===== src/rtl/pbs_pkg.sv =====
`timescale 1ns / 1ps

package pbs_pkg;

    // Sizing
    localparam int MAX_BITS   = 16;
    localparam int NUM_GROUPS = MAX_BITS + 1;
    localparam int GRP_IDX_W  = $clog2(NUM_GROUPS);
    localparam int SLOT_W     = MAX_BITS + 1;
    localparam int STEP_W     = $clog2(MAX_BITS + 2);
    localparam int STATE_W    = 16;
    localparam int POS_W      = 16;
    localparam int CNT_W      = 5;
    localparam int NBITS_W    = 5;

    // Item kinds
    localparam logic KIND_PLACE   = 1'b0;
    localparam logic KIND_RESTART = 1'b1;

    // Controller states
    typedef enum logic [1:0] {
        ST_IDLE,
        ST_START,
        ST_ROW,
        ST_SUM
    } t_state;

    // Controller to datapath
    typedef struct packed {
        logic                 place_en;
        logic                 walk_clear;
        logic                 row_add;
        logic                 sum_en;
        logic                 sum_incl;
        logic [GRP_IDX_W-1:0] sum_idx;
    } t_cmd;

    // Datapath to controller
    typedef struct packed {
        logic                 out_free;
        logic [GRP_IDX_W-1:0] eff_n;
    } t_status;

endpackage


===== src/rtl/pbs_if.sv =====
`timescale 1ns / 1ps

// Item channel
interface pbs_in_if;
    logic                        valid;
    logic                        ready;
    logic                        kind;
    logic [pbs_pkg::STATE_W-1:0] state_value;

    modport source (output valid, kind, state_value, input ready);
    modport sink   (input valid, kind, state_value, output ready);
endinterface

// Result channel
interface pbs_out_if;
    logic                      valid;
    logic                      ready;
    logic [pbs_pkg::POS_W-1:0] position;
    logic [pbs_pkg::CNT_W-1:0] particle_count;
    logic                      group_full;

    modport source (output valid, position, particle_count, group_full, input ready);
    modport sink   (input valid, position, particle_count, group_full, output ready);
endinterface


===== src/rtl/popcount_bucket_scatter_core.sv =====
`timescale 1ns / 1ps

// Channel   Dir  Beat contents
// i_item    in   kind (0 place, 1 restart), state_value[15:0]
// o_result  out  position[15:0], particle_count[4:0], group_full
// i_cfg_*   in   num_bits[4:0], written when i_cfg_wr_en is high
//
// A place beat does popcount, group lookup and slot update in one pass, with the
// result held in an output register; a new place beat is taken each cycle while
// no restart runs and that register is free or being drained.
// A restart beat gives no result and holds ready low while the tables are rebuilt
// (Pascal rows 1..n, then a 17-step prefix walk over the group table).
// After reset the same walk runs for n = 16 before the first beat.

module popcount_bucket_scatter_core (
    input  logic                        i_clk,
    input  logic                        i_rst_n,
    input  logic                        i_cfg_wr_en,
    input  logic [pbs_pkg::NBITS_W-1:0] i_cfg_wr_data,
    pbs_in_if.sink                      i_item,
    pbs_out_if.source                   o_result
);

    pbs_pkg::t_cmd    w_cmd;
    pbs_pkg::t_status w_status;

    // Sequencer
    pbs_ctrl u_ctrl (
        .i_clk        (i_clk),
        .i_rst_n      (i_rst_n),
        .i_item_valid (i_item.valid),
        .i_item_kind  (i_item.kind),
        .i_status     (w_status),
        .o_item_ready (i_item.ready),
        .o_cmd        (w_cmd)
    );

    // Tables, popcount and result register
    pbs_datapath u_datapath (
        .i_clk            (i_clk),
        .i_rst_n          (i_rst_n),
        .i_cfg_wr_en      (i_cfg_wr_en),
        .i_cfg_wr_data    (i_cfg_wr_data),
        .i_state_value    (i_item.state_value),
        .i_cmd            (w_cmd),
        .i_out_ready      (o_result.ready),
        .o_status         (w_status),
        .o_out_valid      (o_result.valid),
        .o_position       (o_result.position),
        .o_particle_count (o_result.particle_count),
        .o_group_full     (o_result.group_full)
    );

endmodule


===== src/rtl/pbs_ctrl.sv =====
`timescale 1ns / 1ps

module pbs_ctrl (
    input  logic             i_clk,
    input  logic             i_rst_n,
    input  logic             i_item_valid,
    input  logic             i_item_kind,
    input  pbs_pkg::t_status i_status,
    output logic             o_item_ready,
    output pbs_pkg::t_cmd    o_cmd
);

    pbs_pkg::t_state                r_state, n_state;
    logic [pbs_pkg::STEP_W-1:0]     r_rebuild_step, n_rebuild_step;
    logic [pbs_pkg::GRP_IDX_W-1:0]  r_walk_n, n_walk_n;
    logic                           w_accept;

    // State registers; reset runs a rebuild for the full bit count
    always_ff @(posedge i_clk) begin
        if (!i_rst_n) begin
            r_state        <= pbs_pkg::ST_START;
            r_rebuild_step <= '0;
            r_walk_n       <= pbs_pkg::GRP_IDX_W'(pbs_pkg::MAX_BITS);
        end else begin
            r_state        <= n_state;
            r_rebuild_step <= n_rebuild_step;
            r_walk_n       <= n_walk_n;
        end
    end

    // Next state and commands
    always_comb begin
        n_state        = r_state;
        n_rebuild_step = r_rebuild_step;
        n_walk_n       = r_walk_n;
        o_cmd          = '0;
        o_item_ready   = 1'b0;
        w_accept       = 1'b0;
        case (r_state)
            pbs_pkg::ST_IDLE: begin
                o_item_ready = i_status.out_free;
                w_accept     = i_item_valid && i_status.out_free;
                if (w_accept) begin
                    if (i_item_kind == pbs_pkg::KIND_RESTART) begin
                        n_state  = pbs_pkg::ST_START;
                        n_walk_n = i_status.eff_n;
                    end else begin
                        o_cmd.place_en = 1'b1;
                    end
                end
            end
            pbs_pkg::ST_START: begin
                // row = {1,0,...}, accumulator = 0
                o_cmd.walk_clear = 1'b1;
                n_rebuild_step   = pbs_pkg::STEP_W'(1);
                n_state          = pbs_pkg::ST_ROW;
            end
            pbs_pkg::ST_ROW: begin
                // one Pascal row per cycle, rows 1..n
                if (r_rebuild_step > pbs_pkg::STEP_W'(r_walk_n)) begin
                    n_rebuild_step = '0;
                    n_state        = pbs_pkg::ST_SUM;
                end else begin
                    o_cmd.row_add  = 1'b1;
                    n_rebuild_step = r_rebuild_step + pbs_pkg::STEP_W'(1);
                end
            end
            pbs_pkg::ST_SUM: begin
                // prefix sum, one group per cycle
                o_cmd.sum_en   = 1'b1;
                o_cmd.sum_idx  = r_rebuild_step[pbs_pkg::GRP_IDX_W-1:0];
                o_cmd.sum_incl = (r_rebuild_step <= pbs_pkg::STEP_W'(r_walk_n));
                if (r_rebuild_step == pbs_pkg::STEP_W'(pbs_pkg::MAX_BITS)) begin
                    n_rebuild_step = '0;
                    n_state        = pbs_pkg::ST_IDLE;
                end else begin
                    n_rebuild_step = r_rebuild_step + pbs_pkg::STEP_W'(1);
                end
            end
            default: begin
                n_state        = pbs_pkg::ST_IDLE;
                n_rebuild_step = '0;
            end
        endcase
    end

endmodule


===== src/rtl/pbs_datapath.sv =====
`timescale 1ns / 1ps

module pbs_datapath (
    input  logic                         i_clk,
    input  logic                         i_rst_n,
    input  logic                         i_cfg_wr_en,
    input  logic [pbs_pkg::NBITS_W-1:0]  i_cfg_wr_data,
    input  logic [pbs_pkg::STATE_W-1:0]  i_state_value,
    input  pbs_pkg::t_cmd                i_cmd,
    input  logic                         i_out_ready,
    output pbs_pkg::t_status             o_status,
    output logic                         o_out_valid,
    output logic [pbs_pkg::POS_W-1:0]    o_position,
    output logic [pbs_pkg::CNT_W-1:0]    o_particle_count,
    output logic                         o_group_full
);

    logic [pbs_pkg::NBITS_W-1:0]   r_num_bits;
    logic [pbs_pkg::SLOT_W-1:0]    r_next_slot [pbs_pkg::NUM_GROUPS];
    logic [pbs_pkg::SLOT_W-1:0]    r_end_slot  [pbs_pkg::NUM_GROUPS];
    logic [pbs_pkg::SLOT_W-1:0]    r_row       [pbs_pkg::NUM_GROUPS];
    logic [pbs_pkg::SLOT_W-1:0]    r_acc;
    logic                          r_out_valid;
    logic [pbs_pkg::POS_W-1:0]     r_position;
    logic [pbs_pkg::CNT_W-1:0]     r_count;
    logic                          r_full;

    logic [pbs_pkg::GRP_IDX_W-1:0] w_eff_n;
    logic [pbs_pkg::GRP_IDX_W-1:0] w_pop;
    logic [pbs_pkg::SLOT_W-1:0]    w_slot;
    logic                          w_full;
    logic [pbs_pkg::SLOT_W-1:0]    n_acc;

    // Bit count saturated to the table size
    assign w_eff_n = (r_num_bits > pbs_pkg::NBITS_W'(pbs_pkg::MAX_BITS))
                   ? pbs_pkg::GRP_IDX_W'(pbs_pkg::MAX_BITS)
                   : pbs_pkg::GRP_IDX_W'(r_num_bits);

    // Popcount of the low n state bits
    always_comb begin
        w_pop = '0;
        for (int i = 0; i < pbs_pkg::STATE_W; i++) begin
            if (pbs_pkg::GRP_IDX_W'(i) < w_eff_n) begin
                w_pop = w_pop + pbs_pkg::GRP_IDX_W'(i_state_value[i]);
            end
        end
    end

    // Group lookup and exhaustion check
    assign w_slot = r_next_slot[w_pop];
    assign w_full = (w_slot >= r_end_slot[w_pop]);

    // Prefix accumulator step
    assign n_acc = i_cmd.sum_incl ? (r_acc + r_row[i_cmd.sum_idx]) : r_acc;

    // Config register
    always_ff @(posedge i_clk) begin
        if (!i_rst_n) begin
            r_num_bits <= pbs_pkg::NBITS_W'(pbs_pkg::MAX_BITS);
        end else if (i_cfg_wr_en) begin
            r_num_bits <= i_cfg_wr_data;
        end
    end

    // Pascal row and accumulator
    always_ff @(posedge i_clk) begin
        if (i_cmd.walk_clear) begin
            r_acc <= '0;
            for (int t = 0; t < pbs_pkg::NUM_GROUPS; t++) begin
                r_row[t] <= (t == 0) ? pbs_pkg::SLOT_W'(1) : '0;
            end
        end else if (i_cmd.row_add) begin
            for (int t = 1; t < pbs_pkg::NUM_GROUPS; t++) begin
                r_row[t] <= r_row[t] + r_row[t-1];
            end
        end else if (i_cmd.sum_en) begin
            r_acc <= n_acc;
        end
    end

    // Group slot tables
    always_ff @(posedge i_clk) begin
        if (i_cmd.sum_en) begin
            r_next_slot[i_cmd.sum_idx] <= r_acc;
            r_end_slot[i_cmd.sum_idx]  <= n_acc;
        end else if (i_cmd.place_en && !w_full) begin
            r_next_slot[w_pop] <= w_slot + pbs_pkg::SLOT_W'(1);
        end
    end

    // Result register
    always_ff @(posedge i_clk) begin
        if (!i_rst_n) begin
            r_out_valid <= 1'b0;
        end else if (i_cmd.place_en) begin
            r_out_valid <= 1'b1;
        end else if (i_out_ready) begin
            r_out_valid <= 1'b0;
        end
    end

    always_ff @(posedge i_clk) begin
        if (i_cmd.place_en) begin
            r_position <= w_full ? '0 : pbs_pkg::POS_W'(w_slot);
            r_count    <= pbs_pkg::CNT_W'(w_pop);
            r_full     <= w_full;
        end
    end

    assign o_status.out_free = !r_out_valid || i_out_ready;
    assign o_status.eff_n    = w_eff_n;
    assign o_out_valid       = r_out_valid;
    assign o_position        = r_position;
    assign o_particle_count  = r_count;
    assign o_group_full      = r_full;

endmodule

===== src/flat_wrapper.sv =====
// flat-port wrapper written by rule: the top's interface ports become plain ports
module popcount_bucket_scatter_core_flat 
  (i_clk, i_rst_n, i_cfg_wr_en, i_cfg_wr_data, i_item_valid, i_item_kind, i_item_state_value, i_item_ready, o_result_valid, o_result_position, o_result_particle_count, o_result_group_full, o_result_ready);
  pbs_in_if i_item_i ();
  pbs_out_if o_result_i ();
  input  logic i_clk;
  input  logic i_rst_n;
  input  logic i_cfg_wr_en;
  input  logic [pbs_pkg::NBITS_W-1:0] i_cfg_wr_data;
  input wire logic [$bits(i_item_i.valid)-1:0] i_item_valid;
  input wire logic [$bits(i_item_i.kind)-1:0] i_item_kind;
  input wire logic [$bits(i_item_i.state_value)-1:0] i_item_state_value;
  output wire logic [$bits(i_item_i.ready)-1:0] i_item_ready;
  output wire logic [$bits(o_result_i.valid)-1:0] o_result_valid;
  output wire logic [$bits(o_result_i.position)-1:0] o_result_position;
  output wire logic [$bits(o_result_i.particle_count)-1:0] o_result_particle_count;
  output wire logic [$bits(o_result_i.group_full)-1:0] o_result_group_full;
  input wire logic [$bits(o_result_i.ready)-1:0] o_result_ready;
  assign i_item_i.valid = i_item_valid;
  assign i_item_i.kind = i_item_kind;
  assign i_item_i.state_value = i_item_state_value;
  assign i_item_ready = i_item_i.ready;
  assign o_result_valid = o_result_i.valid;
  assign o_result_position = o_result_i.position;
  assign o_result_particle_count = o_result_i.particle_count;
  assign o_result_group_full = o_result_i.group_full;
  assign o_result_i.ready = o_result_ready;
  popcount_bucket_scatter_core u_core (.i_clk(i_clk), .i_rst_n(i_rst_n), .i_cfg_wr_en(i_cfg_wr_en), .i_cfg_wr_data(i_cfg_wr_data), .i_item(i_item_i), .o_result(o_result_i));
endmodule

===== config.mk =====
export PLATFORM = sky130hd
export DESIGN_NAME = popcount_bucket_scatter_core_flat
export DESIGN_NICKNAME = d
export VERILOG_FILES = /design/src/rtl/pbs_pkg.sv /design/src/rtl/pbs_if.sv /design/src/rtl/popcount_bucket_scatter_core.sv /design/src/rtl/pbs_ctrl.sv /design/src/rtl/pbs_datapath.sv /design/src/flat_wrapper.sv
export SDC_FILE = /design/constraint.sdc
export NUM_CORES = 2
export LEC_CHECK = 0
export BUFFER_PORTS_ARGS = -buffer_cell sky130_fd_sc_hd__buf_2
export CAP_MARGIN = 25
export CORE_AREA = 2 2 283 396
export DETAILED_ROUTE_END_ITERATION = 8
export DIE_AREA = 0 0 285 398
export PLACE_DENSITY = 0.66
export SETUP_SLACK_MARGIN = 0.1
export SYNTH_ARGS = -nofsm -noshare
export SYNTH_HDL_FRONTEND = slang
export SYNTH_SLANG_ARGS = --single-unit

===== constraint.sdc =====
create_clock -name i_clk -period 18 [get_ports i_clk]
set_input_delay 2.7 -clock i_clk [delete_from_list [all_inputs] [get_ports i_clk]]
set_output_delay 2.7 -clock i_clk [all_outputs]
set_load 0.05 [all_outputs]

==> impl_metrics.ini <==
[outcome]
outcome = complete, no violations

[cells_and_area]
stdcell_area_um2 = 54800
antenna_cells = 0
final_core_util = 0.499
drive_gt1_frac = 0.128
fin_nets = 4587
syn_to_final_growth_pct = 11.6

[detailed_routing]
ant_nets = 0
via_count = 32600
drt_iter0_drc = 2445
via_per_inst = 5.66
drt-total-wl_mm = 123
wire_per_inst_um = 21.3
dr.pass1.iters = 7
drc_errors = 0

[worst_setup_path]
critPathBufInv = 8
cp.required_ns = 18.40
cp_max_fo = 24
crit_family = compound AO/OA/AOI/OAI gates
r2r_cells = 80
crit_top_cell = ha_1
worstSetupPathType = in2reg
r2r-end = u_core.u_datapath.r_next_slot[2][7]$_DFFE_PP_
cp-start-kind = input pin
slowest_delay_ns = 0.62
slowest_stage = or4b_2
r2r_slack_ns = 2.03
worstPathArrival_ns = 17.30
end_kind = flip-flop
r2r_start = u_core.u_datapath.r_num_bits[3]$_SDFFE_PN0P_

[synthesis]
synthesis.area_um2 = 49100
yosysSeqAreaShare = 0.547
ys_warn_count = 0
synth_nets = 4475
synth.distinct_cells = 87
yosys_register_bits = 907
synth_cells = 4117
synth_edf_count = 872
synthArstFlopShare = 0
syn_avg_cell_area_um2 = 11.9
synth-main-ff-cell = edfxtp_1

[hold_path]
hold_depth = 2
hp-class = reg2reg
hold_end = u_core.u_ctrl.r_walk_n[4]$_SDFFE_PN1P_
min_from = u_core.u_ctrl.r_walk_n[4]$_SDFFE_PN1P_

[cts]
cts_buffers = 91
clk_latency_ns = 0.71
cts_hold_buf = 0
cts_root_buf = clkbuf_16
htree_levels = 3
cts_tree = built
clockBufferDepth = 3
clock_sinks = 907
clkTransAtPathRegs_ns = 0.06

[placed_design]
placed_area_um2 = 51800
dpl.hpwl_mm = 83.2
io_buffers = 50
gp_congestion = 0.887

[floorplanning]
std_cell_rows = 144
dieWidth_um = 285
start_util = 0.447
num_io_pins = 51
coreArea_um2 = 110000
dieHeight_um = 398
die_area_um2 = 113000

[job]
cap_violations = 0

[global_route]
grt_pass1_vias = 32700
grt_start_max_net_pins = 181
overflow = 0
grt_pass1_wl_mm = 188
antenna_found_initial = 0
grt_use_total = 0.215

[sta]
worstMarginPinSlew_ns = 1.33
finalSetupTns_ns = 0
clock.fmax_ghz = 0.0592
setup_viol = 0
fin_crit_sh = 0.939
rsz0062_at_grt = false
finalCriticalPeriod_ns = 16.90
max_slew_margin = 0.114
hold_viol = 0
fin_skew_ns = 0.0473
maxSlewViolCount = 0
cells in the final DEF (no fill, tap or decap), types with 25 or more instances in the layout:
master and n:
edfxtp_1 872, nand2_1 337, nor2_1 332, ha_1 315
o21ai_0 312, inv_1 264, a21oi_1 223, xnor2_1 143
mux4_2 120, nor3_1 117, buf_4 112, mux2i_1 99
clkbuf_16 91, a21boi_0 88, nor2b_1 67, nand3_1 56
buf_2 50, and3_1 49, o22ai_1 40, xor2_1 33
dfxtp_1 33, mux2_2 32, a21o_1 31, nor2_2 25
a31oi_1 25
through the flow:
step | hold slack [ns] | cells | setup WS, ns
floorplan | 0.454 | 4117 | 0.187
global placement | 0.477 | 5587 | 0.339
detailed placement | 0.479 | 5591 | 0.0866
CTS | 0.492 | 5758 | 0.789
global route | 0.530 | 5763 | 0.160
finish | 0.485 | 5763 | 1.10
per-layer routing:
layer  GRT usage  up-vias  share of wire
li1            -    15500              -
met1       0.253    16000           0.39
met2       0.392      831           0.52
met3      0.0277      230          0.049
met4      0.0955        0          0.042
met5           0        -              0
flip-flops by register name, summed over array words and instances (netlist names):
name and flops:
u_core.u_datapath.r_num_bits 5, u_core.u_datapath.r_row 272, u_core.u_ctrl.r_walk_n 5, u_core.u_ctrl.r_state 2
u_core.u_datapath.r_next_slot 289, u_core.u_datapath.o_position 16, u_core.u_ctrl.r_rebuild_step 5, u_core.u_datapath.o_particle_count 5
u_core.u_datapath.r_end_slot 289, u_core.u_datapath.o_group_full 1, u_core.u_datapath.o_out_valid 1, u_core.u_datapath.r_acc 17
cell type report:
class | count | area (µm²)
Clock buffer | 118 | 2430
Inverter | 267 | 1010
Multi-Input combinational cell | 2778 | 20800
Fill cell | 9699 | 55100
Timing Repair Buffer | 184 | 1450
Clock inverter | 49 | 477
Sequential cell | 907 | 26900
Tap cell | 1460 | 1830
tightest hold or removal path, cell delays in order (launching register included):
cell,delay (ns)
dfxtp_1,0.32
nand2_1,0.05
o211ai_1,0.07
repair_timing:
item / CTS / global route
resized for setup: 0 / 23
setup endpoints to repair: 0 / 340
buffers inserted: 0 / 3
worst max-delay path by stage:
stage                                     start  cells after the start                                               to
after CTS                 i_item_state_value[0]                     76  u_core.u_datapath.r_next_slot[10][15]$_DFFE_PP_
after floorplan           i_item_state_value[0]                     76    u_core.u_datapath.r_next_slot[8][0]$_DFFE_PP_
after global placement    i_item_state_value[0]                     76  u_core.u_datapath.r_next_slot[11][10]$_DFFE_PP_
after detailed placement  i_item_state_value[0]                     76  u_core.u_datapath.r_next_slot[10][15]$_DFFE_PP_
after global routing      i_item_state_value[0]                     78   u_core.u_datapath.r_next_slot[5][15]$_DFFE_PP_
final                     i_item_state_value[0]                     79    u_core.u_datapath.r_next_slot[2][7]$_DFFE_PP_
cells in the mapped netlist (27+ instances only):
master,number,area [µm²]
o22ai_1,40,250
clkbuf_1,106,398
nor2b_1,67,419
inv_1,265,995
nand2_1,337,1260
mux2i_1,101,1010
mux4_2,120,2700
nand3_1,56,280
buf_1,27,101
a21o_1,31,233
nor3_1,125,626
a21oi_1,224,1120
dfxtp_1,35,701
a21boi_0,88,661
nor2_1,356,1340
xor2_1,33,289
edfxtp_1,872,26200
xnor2_1,145,1270
ha_1,315,3940
and3_1,50,313
mux2_2,32,360
o21ai_0,325,1630
cells by family (layout without fill, tap and decap cells):
logic type,after synthesis,in the layout,synth area share
AND/OR/NAND/NOR,1111,1111,0.103
flip-flops,907,907,0.547
AO/OA/AOI/OAI,896,896,0.110
buffers and inverters,432,618,0.0347
adder cells (fa/ha/maj),331,331,0.0868
multiplexers,254,254,0.0833
XOR/XNOR,186,186,0.0353
Power is left out: the tool's default activity adds up to more than one toggle a clock period on the data nets, which glitch-free logic cannot reach.
